File: src/mpq_pkg.sv
// shared types and constants of the min-first priority queue
// no dependencies; imported by mpq_ctrl, mpq_dp and min_priority_queue
package mpq_pkg;

  localparam int PRIO_W        = 16;
  localparam int DATA_W        = 32;
  localparam int DEPTH_DEFAULT = 16;

  localparam logic KIND_INSERT = 1'b0;
  localparam logic KIND_REMOVE = 1'b1;

  localparam logic [1:0] ST_INSERTED = 2'd0;
  localparam logic [1:0] ST_REMOVED  = 2'd1;
  localparam logic [1:0] ST_EMPTY    = 2'd2;
  localparam logic [1:0] ST_FULL     = 2'd3;

  typedef struct packed {
    logic       insert_wr;   // write the beat at the tail, count up
    logic       set_result;  // latch res_code
    logic [1:0] res_code;
    logic       scan_start;  // pointer to entry zero
    logic       rd_issue;    // read entry at pointer, pointer up
    logic       compare_en;  // returning read competes for minimum
    logic       shift_start; // pointer to one past the minimum
    logic       shift_en;    // returning read moves down one place
    logic       dec_count;
    logic       out_load;
  } mpq_cmd_t;

  typedef struct packed {
    logic count_zero;
    logic count_full;
    logic ptr_at_end;
    logic out_free;
  } mpq_stat_t;

endpackage

File: src/min_priority_queue.sv
// top level of the bounded min-first priority queue, stable on ties
// depends on mpq_pkg, mpq_ctrl and mpq_dp
//
//   channel  handshake             beat fields
//   in       in_valid / in_ready   kind, priority_req, payload
//   out      out_valid / out_ready status, out_priority, out_payload
//
// an insert, or a remove on an empty queue, sets its result as the beat is
// taken; a remove with n entries stored, minimum at position b, first scans
// all n entries and then shifts the entries after b down one place, both through
// the single read port of the entry memory, which they walk one entry a cycle.
// rst clears the fill count and control; entry memory needs no clearing.
// a result waiting on out_ready holds back the following one, not the next beat.
module min_priority_queue #(
  parameter int DEPTH = mpq_pkg::DEPTH_DEFAULT
) (
  input  logic                              clk,
  input  logic                              rst,
  input  logic                              in_valid,
  output logic                              in_ready,
  input  logic                              kind,
  input  logic signed [mpq_pkg::PRIO_W-1:0] priority_req,
  input  logic signed [mpq_pkg::DATA_W-1:0] payload,
  output logic                              out_valid,
  input  logic                              out_ready,
  output logic [1:0]                        status,
  output logic signed [mpq_pkg::PRIO_W-1:0] out_priority,
  output logic signed [mpq_pkg::DATA_W-1:0] out_payload
);
  import mpq_pkg::*;

  mpq_cmd_t  cmd;
  mpq_stat_t stat;

  mpq_ctrl u_ctrl (
    .clk      (clk),
    .rst      (rst),
    .in_valid (in_valid),
    .kind     (kind),
    .in_ready (in_ready),
    .stat     (stat),
    .cmd      (cmd)
  );

  mpq_dp #(
    .DEPTH (DEPTH)
  ) u_dp (
    .clk          (clk),
    .rst          (rst),
    .cmd          (cmd),
    .stat         (stat),
    .priority_req (priority_req),
    .payload      (payload),
    .out_valid    (out_valid),
    .out_ready    (out_ready),
    .status       (status),
    .out_priority (out_priority),
    .out_payload  (out_payload)
  );

  // the block is never ready in the cycle after it takes a beat
  a_busy_after_accept: assert property (@(posedge clk) disable iff (rst)
    (in_valid && in_ready) |=> !in_ready)
    else $error("beat taken on consecutive cycles");

  a_no_read_past_count: assert property (@(posedge clk) disable iff (rst)
    cmd.rd_issue |-> !stat.ptr_at_end)
    else $error("entry read beyond fill count");

  a_no_insert_when_full: assert property (@(posedge clk) disable iff (rst)
    cmd.insert_wr |-> !stat.count_full)
    else $error("insert written into a full queue");

  a_out_load_free: assert property (@(posedge clk) disable iff (rst)
    cmd.out_load |-> stat.out_free)
    else $error("result overwrote an untaken result");

endmodule

File: src/mpq_ctrl.sv
// controller of the priority queue: sequences insert, scan and shift
// depends on mpq_pkg; drives mpq_dp through mpq_cmd_t
module mpq_ctrl (
  input  logic              clk,
  input  logic              rst,
  input  logic              in_valid,
  input  logic              kind,
  output logic              in_ready,
  input  mpq_pkg::mpq_stat_t stat,
  output mpq_pkg::mpq_cmd_t  cmd
);
  import mpq_pkg::*;

  localparam logic [2:0] S_IDLE      = 3'd0;
  localparam logic [2:0] S_SCAN      = 3'd1;
  localparam logic [2:0] S_SCAN_END  = 3'd2;
  localparam logic [2:0] S_SHIFT     = 3'd3;
  localparam logic [2:0] S_SHIFT_END = 3'd4;
  localparam logic [2:0] S_DONE      = 3'd5;

  logic [2:0] state;
  logic [2:0] state_next;

  always_ff @(posedge clk) begin
    if (rst) begin
      state <= S_IDLE;
    end else begin
      state <= state_next;
    end
  end

  always_comb begin
    state_next = state;
    cmd        = '0;
    in_ready   = 1'b0;
    unique case (state)
      S_IDLE: begin
        in_ready = 1'b1;
        if (in_valid) begin
          if (kind == KIND_INSERT) begin
            cmd.set_result = 1'b1;
            if (stat.count_full) begin
              cmd.res_code = ST_FULL;
            end else begin
              cmd.res_code  = ST_INSERTED;
              cmd.insert_wr = 1'b1;
            end
            state_next = S_DONE;
          end else if (stat.count_zero) begin
            cmd.set_result = 1'b1;
            cmd.res_code   = ST_EMPTY;
            state_next     = S_DONE;
          end else begin
            cmd.scan_start = 1'b1;
            state_next     = S_SCAN;
          end
        end
      end
      S_SCAN: begin
        cmd.compare_en = 1'b1;
        if (stat.ptr_at_end) begin
          state_next = S_SCAN_END;
        end else begin
          cmd.rd_issue = 1'b1;
        end
      end
      S_SCAN_END: begin
        // minimum is settled, close the gap behind it
        cmd.shift_start = 1'b1;
        state_next      = S_SHIFT;
      end
      S_SHIFT: begin
        cmd.shift_en = 1'b1;
        if (stat.ptr_at_end) begin
          state_next = S_SHIFT_END;
        end else begin
          cmd.rd_issue = 1'b1;
        end
      end
      S_SHIFT_END: begin
        cmd.dec_count  = 1'b1;
        cmd.set_result = 1'b1;
        cmd.res_code   = ST_REMOVED;
        state_next     = S_DONE;
      end
      S_DONE: begin
        if (stat.out_free) begin
          cmd.out_load = 1'b1;
          state_next   = S_IDLE;
        end
      end
      default: begin
        state_next = S_IDLE;
      end
    endcase
  end

endmodule

File: src/mpq_dp.sv
// datapath of the priority queue: entry memory, pointer, minimum search,
// fill count and output register; depends on mpq_pkg
module mpq_dp #(
  parameter int DEPTH = mpq_pkg::DEPTH_DEFAULT
) (
  input  logic                              clk,
  input  logic                              rst,
  input  mpq_pkg::mpq_cmd_t                 cmd,
  output mpq_pkg::mpq_stat_t                stat,
  input  logic signed [mpq_pkg::PRIO_W-1:0] priority_req,
  input  logic signed [mpq_pkg::DATA_W-1:0] payload,
  output logic                              out_valid,
  input  logic                              out_ready,
  output logic [1:0]                        status,
  output logic signed [mpq_pkg::PRIO_W-1:0] out_priority,
  output logic signed [mpq_pkg::DATA_W-1:0] out_payload
);
  import mpq_pkg::*;

  localparam int AW = $clog2(DEPTH);
  localparam int CW = $clog2(DEPTH + 1);

  logic [PRIO_W-1:0] prio_mem [DEPTH];
  logic [DATA_W-1:0] data_mem [DEPTH];

  logic [CW-1:0]     count;
  logic [CW-1:0]     ptr;
  logic              rd_vld;
  logic [AW-1:0]     rd_idx;
  logic [PRIO_W-1:0] rd_prio;
  logic [DATA_W-1:0] rd_data;
  logic [AW-1:0]     best_idx;
  logic [PRIO_W-1:0] best_prio;
  logic [DATA_W-1:0] best_data;
  logic [1:0]        res_code;

  logic              wr_en;
  logic [AW-1:0]     wr_addr;
  logic [PRIO_W-1:0] wr_prio;
  logic [DATA_W-1:0] wr_data;
  logic              take_best;

  assign stat.count_zero = (count == '0);
  assign stat.count_full = (count == CW'(DEPTH));
  assign stat.ptr_at_end = (ptr == count);
  assign stat.out_free   = !out_valid || out_ready;

  // one write port: tail insert or shift down by one
  always_comb begin
    if (cmd.insert_wr) begin
      wr_en   = 1'b1;
      wr_addr = count[AW-1:0];
      wr_prio = priority_req;
      wr_data = payload;
    end else begin
      wr_en   = cmd.shift_en && rd_vld;
      wr_addr = rd_idx - AW'(1);
      wr_prio = rd_prio;
      wr_data = rd_data;
    end
  end

  always_ff @(posedge clk) begin
    if (wr_en) begin
      prio_mem[wr_addr] <= wr_prio;
      data_mem[wr_addr] <= wr_data;
    end
    if (cmd.rd_issue) begin
      rd_prio <= prio_mem[ptr[AW-1:0]];
      rd_data <= data_mem[ptr[AW-1:0]];
      rd_idx  <= ptr[AW-1:0];
    end
  end

  // strict compare keeps the earliest of equal priorities
  assign take_best = cmd.compare_en && rd_vld &&
                     ((rd_idx == '0) || ($signed(rd_prio) < $signed(best_prio)));

  always_ff @(posedge clk) begin
    if (take_best) begin
      best_idx  <= rd_idx;
      best_prio <= rd_prio;
      best_data <= rd_data;
    end
    if (cmd.set_result) begin
      res_code <= cmd.res_code;
    end
    if (cmd.out_load) begin
      status <= res_code;
      if (res_code == ST_REMOVED) begin
        out_priority <= best_prio;
        out_payload  <= best_data;
      end else begin
        out_priority <= '0;
        out_payload  <= '0;
      end
    end
  end

  always_ff @(posedge clk) begin
    if (rst) begin
      count     <= '0;
      ptr       <= '0;
      rd_vld    <= 1'b0;
      out_valid <= 1'b0;
    end else begin
      rd_vld <= cmd.rd_issue;
      if (cmd.insert_wr) begin
        count <= count + CW'(1);
      end else if (cmd.dec_count) begin
        count <= count - CW'(1);
      end
      if (cmd.scan_start) begin
        ptr <= '0;
      end else if (cmd.shift_start) begin
        ptr <= CW'(best_idx) + CW'(1);
      end else if (cmd.rd_issue) begin
        ptr <= ptr + CW'(1);
      end
      if (cmd.out_load) begin
        out_valid <= 1'b1;
      end else if (out_ready) begin
        out_valid <= 1'b0;
      end
    end
  end

endmodule
File: config.mk
export PLATFORM = sky130hd
export DESIGN_NAME = min_priority_queue
export DESIGN_NICKNAME = d
export VERILOG_FILES = /design/src/mpq_pkg.sv /design/src/min_priority_queue.sv /design/src/mpq_ctrl.sv /design/src/mpq_dp.sv
export SDC_FILE = /design/constraint.sdc
export NUM_CORES = 1
export LEC_CHECK = 0
export BUFFER_PORTS_ARGS = -buffer_cell sky130_fd_sc_hd__buf_2
export CAP_MARGIN = 20
export CELL_PAD_IN_SITES_DETAIL_PLACEMENT = 1
export CELL_PAD_IN_SITES_GLOBAL_PLACEMENT = 1
export CORE_MARGIN = 2
export CORE_UTILIZATION = 50
export CTS_BUF_LIST = sky130_fd_sc_hd__clkbuf_2
export DETAILED_ROUTE_END_ITERATION = 8
export GPL_TIMING_DRIVEN = 0
export HOLD_SLACK_MARGIN = 0.1
export PLACE_DENSITY = 0.76
export SLEW_MARGIN = 20
export SYNTH_ARGS = -nofsm -noshare
export SYNTH_HDL_FRONTEND = slang
export SYNTH_SLANG_ARGS = --single-unit
File: constraint.sdc
create_clock -name clk -period 7.6 [get_ports clk]
set_input_delay 1.52 -clock clk [delete_from_list [all_inputs] [get_ports clk]]
set_output_delay 1.52 -clock clk [all_outputs]
set_load 0.05 [all_outputs]
### After elaboration in Yosys (flattened, before gate mapping)

Memory sizes are Yosys's and may differ from the RTL's. A register that Yosys moved wholly into a read port is not among the register bits.
Index checks and enable logic that the tools add are counted.

| storage, ports and cells | value |
|---|---|
| output and inout port bits | 52 |
| RAM bits | 768 |
| register bits after elaboration | 123 |
| memories kept | 2 |
| word-level logic and storage cells | 87 |

Memory list:

| name | depth | bits a word | read ports | clocked after memory_dff | wr ports | line | source |
|---|---|---|---|---|---|---|---|
| u_dp.data_mem | 16 | 32 | 1 | 1 | 1 | mpq_dp.sv:24 | `logic [DATA_W-1:0] data_mem [DEPTH];` |
| u_dp.prio_mem | 16 | 16 | 1 | 1 | 1 | mpq_dp.sv:23 | `logic [PRIO_W-1:0] prio_mem [DEPTH];` |

| cells by class | value |
|---|---|
| reductions and logical operators | 15 |
| add/subtract/negate cells | 5 |
| muxes and demuxes | 39 |
| $lt $le $gt $ge | 1 |
| equal/unequal tests | 12 |

Operators by type and width:

| cell | count |
|---|---|
| 2-to-1 mux 32 bit | 1 |
| 2-to-1 mux 5 bit | 5 |
| 2-to-1 mux 3 bit | 8 |
| 2-to-1 mux 1 bit | 20 |
| case mux 3 bit (6 select lines) | 1 |
| < comparator 16 bit | 1 |
| 2-to-1 mux 16 bit | 1 |
| adder 5 x 1 -> 5 bit, second input constant | 2 |
| != test 2 bit, second input constant | 4 |
| == test 3 x 2 -> 1 bit, second input constant | 2 |
| == test 3 bit, second input constant | 2 |
| case mux 3 bit (2 select lines) | 1 |
| nonzero test 2 bit | 3 |
| adder 4 x 1 -> 5 bit, second input constant | 1 |
| == test 5 bit | 1 |
| == test 5 bit, second input constant | 1 |
| zero test 5 bit | 1 |
| subtractor 5 x 1 -> 5 bit, second input constant | 1 |
| zero test 4 bit | 1 |
| 2-to-1 mux 4 bit | 1 |
| AND reduction 4 bit | 1 |
| OR reduction 2 bit | 2 |
| subtractor 4 x 1 -> 4 bit, second input constant | 1 |
| == test 3 x 1 -> 1 bit, second input constant | 1 |
| 6 further kinds | 9 |

### Logic depth before layout (Yosys ltp)

Gate-level depths: netlist of the first run.

| depth | value |
|---|---|
| depth after elaboration | 8 |
| gate-level depth with buffers | 12 |

### Modules after synthesis

From an unflattened synthesis of the first run, not the netlist that was laid out.

| unflattened totals | value |
|---|---|
| cell total of the unflattened synthesis | 1,550 |
| area total of the unflattened synthesis | 36,299.8 µm² |

By module, submodules not included:

| module | area an instance (µm²) | times used | cells an instance |
|---|---|---|---|
| mpq_dp | 36,022.0 | 1 | 1,513 |
| mpq_ctrl | 277.8 | 1 | 37 |

### Least setup slack after synthesis of the first run

OpenSTA, ideal clock, no wires.

| path | value |
|---|---|
| kind | input -> register |
| start point | input port kind |
| end point | memory u_dp.data_mem[12][0] (enable) |
| arrival | 4,633 ps |
| setup slack | 2,498 ps |
| stages on the path | 5 |
| buffers on the path | 1 |
| cell sequence | nand2b_1 -> a211oi_2 -> buf_2 -> nand2_1 -> a21oi_1 |

| on the way | value |
|---|---|
| word-level cells in the longest chain between the ends | 6 |

Ends and longest elaborated chain:

| element | line | source |
|---|---|---|
| from (decl) | min_priority_queue.sv:21 | `input logic kind,` |
| 2-to-1 mux 1 bit (*) | mpq_ctrl.sv:40 | `if (kind == KIND_INSERT) begin` |
| 2-to-1 mux 5 bit (*) | mpq_ctrl.sv:39 | `if (in_valid) begin` |
| 2-to-1 mux 1 bit (*) | mpq_ctrl.sv:36 | `unique case (state)` |
| 2-to-1 mux 1 bit | mpq_dp.sv:50 | `if (cmd.insert_wr) begin` |
| 2-to-1 mux 1 bit | mpq_dp.sv:64 | `if (wr_en) begin` |
| 2-to-1 mux 1 bit (not written as such) | mpq_dp.sv:66 | `data_mem[wr_addr] <= wr_data;` |
| to (decl) | mpq_dp.sv:24 |  |

Every way passes the cells marked *; elsewhere a longest branch is shown, timed or not.

### Final worst setup path of the first run

| path | value |
|---|---|
| start point | register u_ctrl.state[2] |
| end point | output port in_ready |

| on the way | value |
|---|---|
| word-level cells in the longest chain between the ends | 2 |

Ends and longest elaborated chain:

| element | line | source |
|---|---|---|
| from (decl) | mpq_ctrl.sv:21 | `logic [2:0] state;` |
| from (signal assigned) | mpq_ctrl.sv:28 | `state <= state_next;` |
| zero test 3 bit | mpq_ctrl.sv:36 |  |
| 2-to-1 mux 1 bit | mpq_ctrl.sv:36 |  |
| to (decl) | min_priority_queue.sv:20 | `output logic in_ready,` |

Every way passes these cells.

==> summary.txt, run 1 <==
Setup path
  – Buffer and inverter count on the worst path: 2
  – Critical path required time: 6080 ps
  – Critical path's top delay family: simple AND/OR/NAND/NOR gates
  – Critical Path Max Stage Delay: 450 ps
  – Slowest CP cell: or3_1
  – Startpoint types: flip-flop
  – Crit. End Element: primary output
  – Worst Path Class, Setup: flip-flop to primary output
  – WP data arrival: 2520 ps
  – Worst-path maximum fanout: 4
  – Cell chain of the critical path: or3_1 > inv_1 > buf_2

CTS
  – Root Driver: clkbuf_2
  – CTS Buf Count: 222
  – Clock slew at reported path FFs: 100 ps
  – H-tree Lvls: 4
  – CTS tree: built
  – Post-CTS sizing: 0
  – Hold buffer count at CTS: 0
  – Sink count of the clock tree: 939
  – Worst-Skew Late Latency: 1390 ps
  – Max Root-Sink Buffers: 3
  – Post-CTS setup buffer count: 0

Synth
  – Avg Inst Size Synth: 21.44 um2
  – Synth Register Bits: 939
  – YS warnings: 0
  – Post-Syn Instances: 1692
  – Post-synth top area cell: edfxtp_1
  – Mapped Area: 36280 um2
  – Post-synth EDFFs: 924
  – Syn_nets: 1767
  – Ys async rst share: 0%
  – Seq/Total Area, Yosys: 77.31%
  – Predominant post-synthesis flop cell: edfxtp_1
  – Top-area cell type share of the netlist area: 76.48%
  – Top cells by area, synth: edfxtp_1, mux4_2, nand2_1
  – Distinct cells, synth: 53

Final layout
  – P&R area growth vs syn: 14.54%
  – Reg area: 28050 um2
  – Nets@finish: 2149
  – Layout cells sized above 1: 35.68%
  – Post-route insts no fill: 3201
  – Final instance area: 41550 um2
  – Fill cell count: 6324
  – Area occupied by multi-input gates: 7799 um2

STA
  – F_max: 0.2474 GHz
  – Pins Over Slew Limit: 0
  – Min Tclk post-route: 4042 ps
  – Fin crit share: 53.18%
  – Final setup fails: 0
  – Headroom to the max-slew limit: 17.80%
  – Unrepaired setup endpoints after global routing: false
  – Skew final: 94.91 ps
  – Final Hold Vio Count: 0
  – Pin slew with the least headroom to its limit: 1230 ps

Detailed routing
  – Routed len/inst: 29.72 um
  – Detail Route Antenna Nets: 0
  – Vias: 19.25k
  – # DRC: 0
  – Initial DRC count: 2212
  – First-pass DRT Iterations: 5
  – Via-per-instance ratio: 6.013
  – Routed WL: 95120 um

Placement
  – Port Buffers: 103
  – Dpl cell area: 39560 um2
  – Placed insts: 2800
  – GPL Wtd Cong: 0.7792
  – Dpl hpwl: 60710 um

Die
  – Boundary Pins: 105
  – Core box area: 71610 um2
  – Die width: 273.4 um
  – Initial Utilization: 50.66%
  – Die H: 273.4 um
  – DIE AREA: 74730 um2
  – Rows: 98

Power and ir drop
  – Tot Pwr: 14540 uW
  – Worst VDD drop: 0.2068 mV
  – Leakage: 0.01376 uW
  – PwrDens: 349.9 nW/um2

Job
  – Max_cap viols: 0

Hold path
  – Hold WC Path Type: flip-flop to flip-flop

GRT
  – Vias in the first global route: 20.86k
  – Pin count of the biggest net entering global routing: 39
  – Global-route wire length before repair: 138600 um
  – Global Route Usage Sum: 26.12%
  – Overflow after GRT: 0
  – Initial antenna violation count: 6

Outcome
  – Outcome: finished, final reports clean
-- routing by layer --
metal / track usage, % / routed length, um / vias up
li1: - / - / 7816
met1: 34.16 / 36820 / 10180
met2: 43.70 / 48640 / 1064
met3: 5.474 / 7251 / 186
met4: 9.405 / 2385 / 4
met5: 0 / 26 / -
-- metrics by stage --
stage	hold slack, ps	utilization (%)	setup WS (ps)	setup TNS [ps]
global route	331.7	58.03	3313	0
global placement	409.7	53.04	-1494	-480500
CTS	256.9	58.01	3338	0
floorplan	402.9	-	2498	0
detailed placement	438.9	55.25	2818	0
finish	414.5	58.03	3558	0
-- cell type report --
type | instances | area share [%]
sequential | 939 | 67.50
multi-input combinational | 642 | 18.77
timing repair buffer | 158 | 4.673
clock buffer | 330 | 3.975
tap | 950 | 2.860
buffer | 85 | 1.189
clock inverter | 68 | 0.7859
inverter | 26 | 0.2349
antenna | 3 | 0.01807
-- power breakdown --
group | internal (uW) | switching (uW) | total [uW]
combinational | 1590 | 2660 | 4260
clock | 1230 | 1990 | 3220
sequential | 6880 | 181 | 7060
-- cell usage after synthesis, drive strengths merged, types with 7 or more instances --
cell,n
and2,49
dfxtp,15
nand3,9
mux4,240
nand2,168
a21oi,19
nor3,10
edfxtp,924
nor2,37
nor2b,7
inv,26
xor2,7
clkbuf,33
ha,21
buf,52
-- worst paths after layout --
path | cells past startpoint | slack (ps) | startpoint | end
max | 3 | 3560 | u_ctrl.state[2] | in_ready
min | 0 | 410 | u_dp.rd_data[27] | u_dp.best_data[27]
max reg2reg | 9 | 3810 | u_dp.count[1] | u_dp.data_mem[7][2]
min reg2reg | 0 | 410 | u_dp.rd_data[27] | u_dp.best_data[27]
-- cells by family (layout without fill, tap and decap cells) --
| kind of cell | Yosys count | in the layout | share of synthesized area, % |
|---|---|---|---|
| fa+ha+maj | 22 | 22 | 0.7794 |
| compound gates | 58 | 58 | 1.062 |
| mux | 241 | 241 | 15.02 |
| xor+xnor | 11 | 11 | 0.2655 |
| other cells | 0 | 3 | 0 |
| buf+inv | 111 | 667 | 1.611 |
| simple gates | 310 | 310 | 3.956 |
| flops | 939 | 939 | 77.31 |
-- state kept, by name, summed over array words and instances (netlist names), 5 cells and up --
name               count
u_dp.out_priority     16
u_dp.rd_prio          16
u_dp.best_data        32
u_dp.ptr               5
u_dp.best_prio        16
u_dp.data_mem        512
u_dp.prio_mem        256
u_dp.count             5
u_dp.rd_data          32
u_dp.out_payload      32
-- cell usage in the layout, fill, tap and decap left out, types with 6 or more instances in the layout --
cell	instances
a21oi_1	17
and2_1	49
buf_1	7
buf_12	11
buf_16	44
buf_2	127
buf_6	13
clkbuf_1	33
clkbuf_2	334
clkinv_1	54
dfxtp_1	15
edfxtp_1	924
ha_1	21
inv_1	25
inv_2	6
mux4_1	9
mux4_2	231
nand2_1	168
nand2b_1	6
nand3_1	9
nand4_1	6
nor2_1	22
nor2_4	15
nor2b_1	7
nor3_1	10
o21ai_0	6
xor2_1	7
No activity file was read; power rests on OpenSTA's default activity.
==> inputs of run 2 (changes only) <==
- ABC_AREA: unset -> 1
- PLACE_DENSITY: 0.76 -> 0.79
- clock period: 7.6 -> 3.9 ns (I/O delays scaled with it)
==> summary.txt, run 2 <==
Outcome
  – Outcome: finished, final reports clean

Final layout
  – Largest regs: u_dp.data_mem (512), u_dp.prio_mem (256)
  – Largest register FFs: 512
  – Layout cells sized above 1: 17.71%
  – Nets@finish: 3198
  – Fill cell count: 7339
  – Commonest non-fill, non-tap cell in the layout: edfxtp_1
  – Top reg by flops: u_dp.data_mem
  – P&R area growth vs syn: 14.71%
  – Final instance area: 43190 um2
  – Commonest non-fill, non-tap cells in the layout: edfxtp_1, clkbuf_2, inv_1

Job
  – Max_cap viols: 0

Die
  – Die width: 278.4 um
  – Boundary Pins: 105
  – Core box area: 74450 um2
  – Rows: 100
  – Initial Utilization: 50.58%
  – Die H: 278.4 um
  – DIE AREA: 77520 um2

Synth
  – Distinct cells, synth: 34
  – Top-count cell post-synth: edfxtp_1
  – Post-synth top area cell: edfxtp_1
  – Predominant post-synthesis flop cell: edfxtp_1
  – Mapped Area: 37650 um2
  – Post-synth EDFFs: 924
  – YS warnings: 0
  – Syn_nets: 2762
  – Ys async rst share: 0%
  – Top-area cell type share of the netlist area: 73.69%
  – Avg Inst Size Synth: 14.01 um2
  – Top cells by area, synth: edfxtp_1, mux2i_1, o211ai_1
  – Synth Register Bits: 939
  – Seq/Total Area, Yosys: 74.49%
  – Post-Syn Instances: 2687
  – Top cells by count, synth: edfxtp_1, inv_1, o21ai_0

CTS
  – Clock slew at reported path FFs: 90 ps
  – CTS Buf Count: 224
  – Hold buffer count at CTS: 58
  – Post-CTS setup buffer count: 0
  – Max Root-Sink Buffers: 3
  – Root Driver: clkbuf_2
  – Post-CTS sizing: 0
  – Sink count of the clock tree: 939
  – CTS tree: built
  – Worst-Skew Late Latency: 1530 ps
  – H-tree Lvls: 4

Setup path
  – Critical path required time: 5040 ps
  – Launching point of the worst reg2reg path: u_dp.count[2]
  – Setup slack, reg-to-reg: 250 ps
  – Crit. End Element: flip-flop
  – Cell depth of the worst flop-to-flop path: 13
  – Startpoint types: flip-flop
  – Worst Path Class, Setup: flip-flop to flip-flop
  – Worst-path maximum fanout: 17
  – CP Launch Point: u_dp.count[2]
  – WP data arrival: 4790 ps
  – R2r endpoint: u_dp.data_mem[2][6]

Hold path
  – Hold WC Path Type: input port to flip-flop
  – Hold EP: u_ctrl.state[0]
  – Hold Path Origin: in_valid
  – Min-Delay Path Depth: 6

STA
  – Final setup margin: 246.8 ps
  – Skew final: 100.4 ps
  – Final Hold Vio Count: 0
  – Fin crit share: 93.67%
  – Final setup fails: 0
  – Unrepaired setup endpoints after global routing: false
  – Min Tclk post-route: 3653 ps
  – Headroom to the max-slew limit: 14.80%
  – F_max: 0.2737 GHz
  – Pin slew with the least headroom to its limit: 1278 ps
  – Post-route setup TNS: 0 ps
  – Hold Slack: 279.6 ps
  – Pins Over Slew Limit: 0

Detailed routing
  – Top Layer Used: met4
  – Initial DRC count: 2887
  – Met3 wire length: 10850 um
  – Vias: 25.69k
  – Metal1 wirelength: 44750 um
  – First-pass DRT Iterations: 5
  – Routed WL: 122700 um
  – Via-per-instance ratio: 6.042
  – Routed len/inst: 28.86 um
  – Detail Route Antenna Nets: 0
  – # DRC: 0
  – Wire length on met2: 60860 um

Placement
  – Dpl hpwl: 81030 um
  – GPL Wtd Cong: 0.8310
  – Port Buffers: 104
  – Dpl cell area: 40600 um2
  – Setup WS pre-CTS: -54.62 ps

GRT
  – Overflow after GRT: 0
  – Global-route wire length before repair: 177900 um
  – Global Route Usage Sum: 31.73%
  – Pin count of the biggest net entering global routing: 33
  – Initial antenna violation count: 2
  – Vias in the first global route: 27.78k

Power and ir drop
  – Tot Pwr: 32950 uW
  – PwrDens: 762.8 nW/um2
  – Worst VDD drop: 0.3864 mV
  – Leakage: 0.01545 uW
==> run 2: changes by cell type in the layout (fill, tap and decap cells not counted), moves of 50 or more <==
| cell | before | now |
|---|---|---|
| nand3_1 | 9 | 59 |
| mux2i_1 | 1 | 192 |
| inv_1 | 25 | 276 |
| dlygate4sd3_1 | 0 | 58 |
| clkbuf_1 | 33 | 90 |
| nand2_1 | 168 | 254 |
| mux4_2 | 231 | 0 |
| a21oi_1 | 17 | 213 |
| o211ai_1 | 0 | 193 |
| o21ai_0 | 6 | 257 |
==> run 2: final cells by class <==
class	count	area [um2]	share of cell area [%]
Inverter	283	1065	2.465
Buffer	155	713.2	1.651
Tap cell	969	1212	2.807
Sequential cell	939	28050	64.93
Clock buffer	318	1592	3.685
Antenna cell	1	2.502	0.005793
Multi-Input combinational cell	1310	7971	18.45
Timing Repair Buffer	210	2180	5.046
Clock inverter	66	411.6	0.9530
==> run 2: worst max path at each step <==
| stage | cells after the start | endpoint | slack [ps] |
|---|---|---|---|
| after floorplan | 11 | u_dp.data_mem[10][0] | -270 |
| after global placement | 12 | u_dp.data_mem[2][9] | -3410 |
| after detailed placement | 14 | u_dp.data_mem[2][9] | -50 |
| after CTS | 13 | u_dp.data_mem[2][6] | 230 |
| after global routing | 13 | u_dp.data_mem[2][6] | 130 |
| final | 13 | u_dp.data_mem[2][6] | 250 |
==> run 2: power by group <==
part	internal, uW	switching, uW	leakage, uW
combinational	3130	9260	0.00547
sequential	13600	418	0.00848
clock	2520	4010	0.00151
total	19300	13700	0.0155
==> run 2: cell families (layout without fill, tap and decap cells) <==
family / count (synthesis) / count (layout) / synth area share, %
buffers and inverters: 438 / 1032 / 4.712
xor gates and xnor gates: 8 / 8 / 0.1861
adders and majority gates: 22 / 22 / 0.7510
and+or+nand+nor: 416 / 416 / 4.476
AOI/OAI and AO/OA: 672 / 672 / 10.28
muxes: 192 / 192 / 5.104
other: 0 / 1 / 0
DFF: 939 / 939 / 74.49
==> run 2: through the flow <==
step	std cells	utilization, %
after floorplan	2687	-
after global placement	3760	52.91
after detailed placement	3808	54.54
after CTS	4250	58.01
after global routing	4251	58.02
final	4251	58.02
==> run 2: metal layers <==
| layer | track usage, % | up-vias |
|---|---|---|
| li1 | - | 10840 |
| met1 | 38.49 | 12970 |
| met2 | 53.24 | 1542 |
| met3 | 6.716 | 339 |
| met4 | 17.37 | 0 |
| met5 | 0 | - |
==> run 2: critical path, cell delays in order (launching register included) <==
cell,delay (ps)
dfxtp_1,480
inv_1,130
nand4_1,190
nand2_2,120
nor2_8,330
inv_2,120
buf_6,180
nand2_2,70
o21ai_2,100
inv_2,110
nand3_1,270
nor2_4,710
buf_12,280
buf_12,220
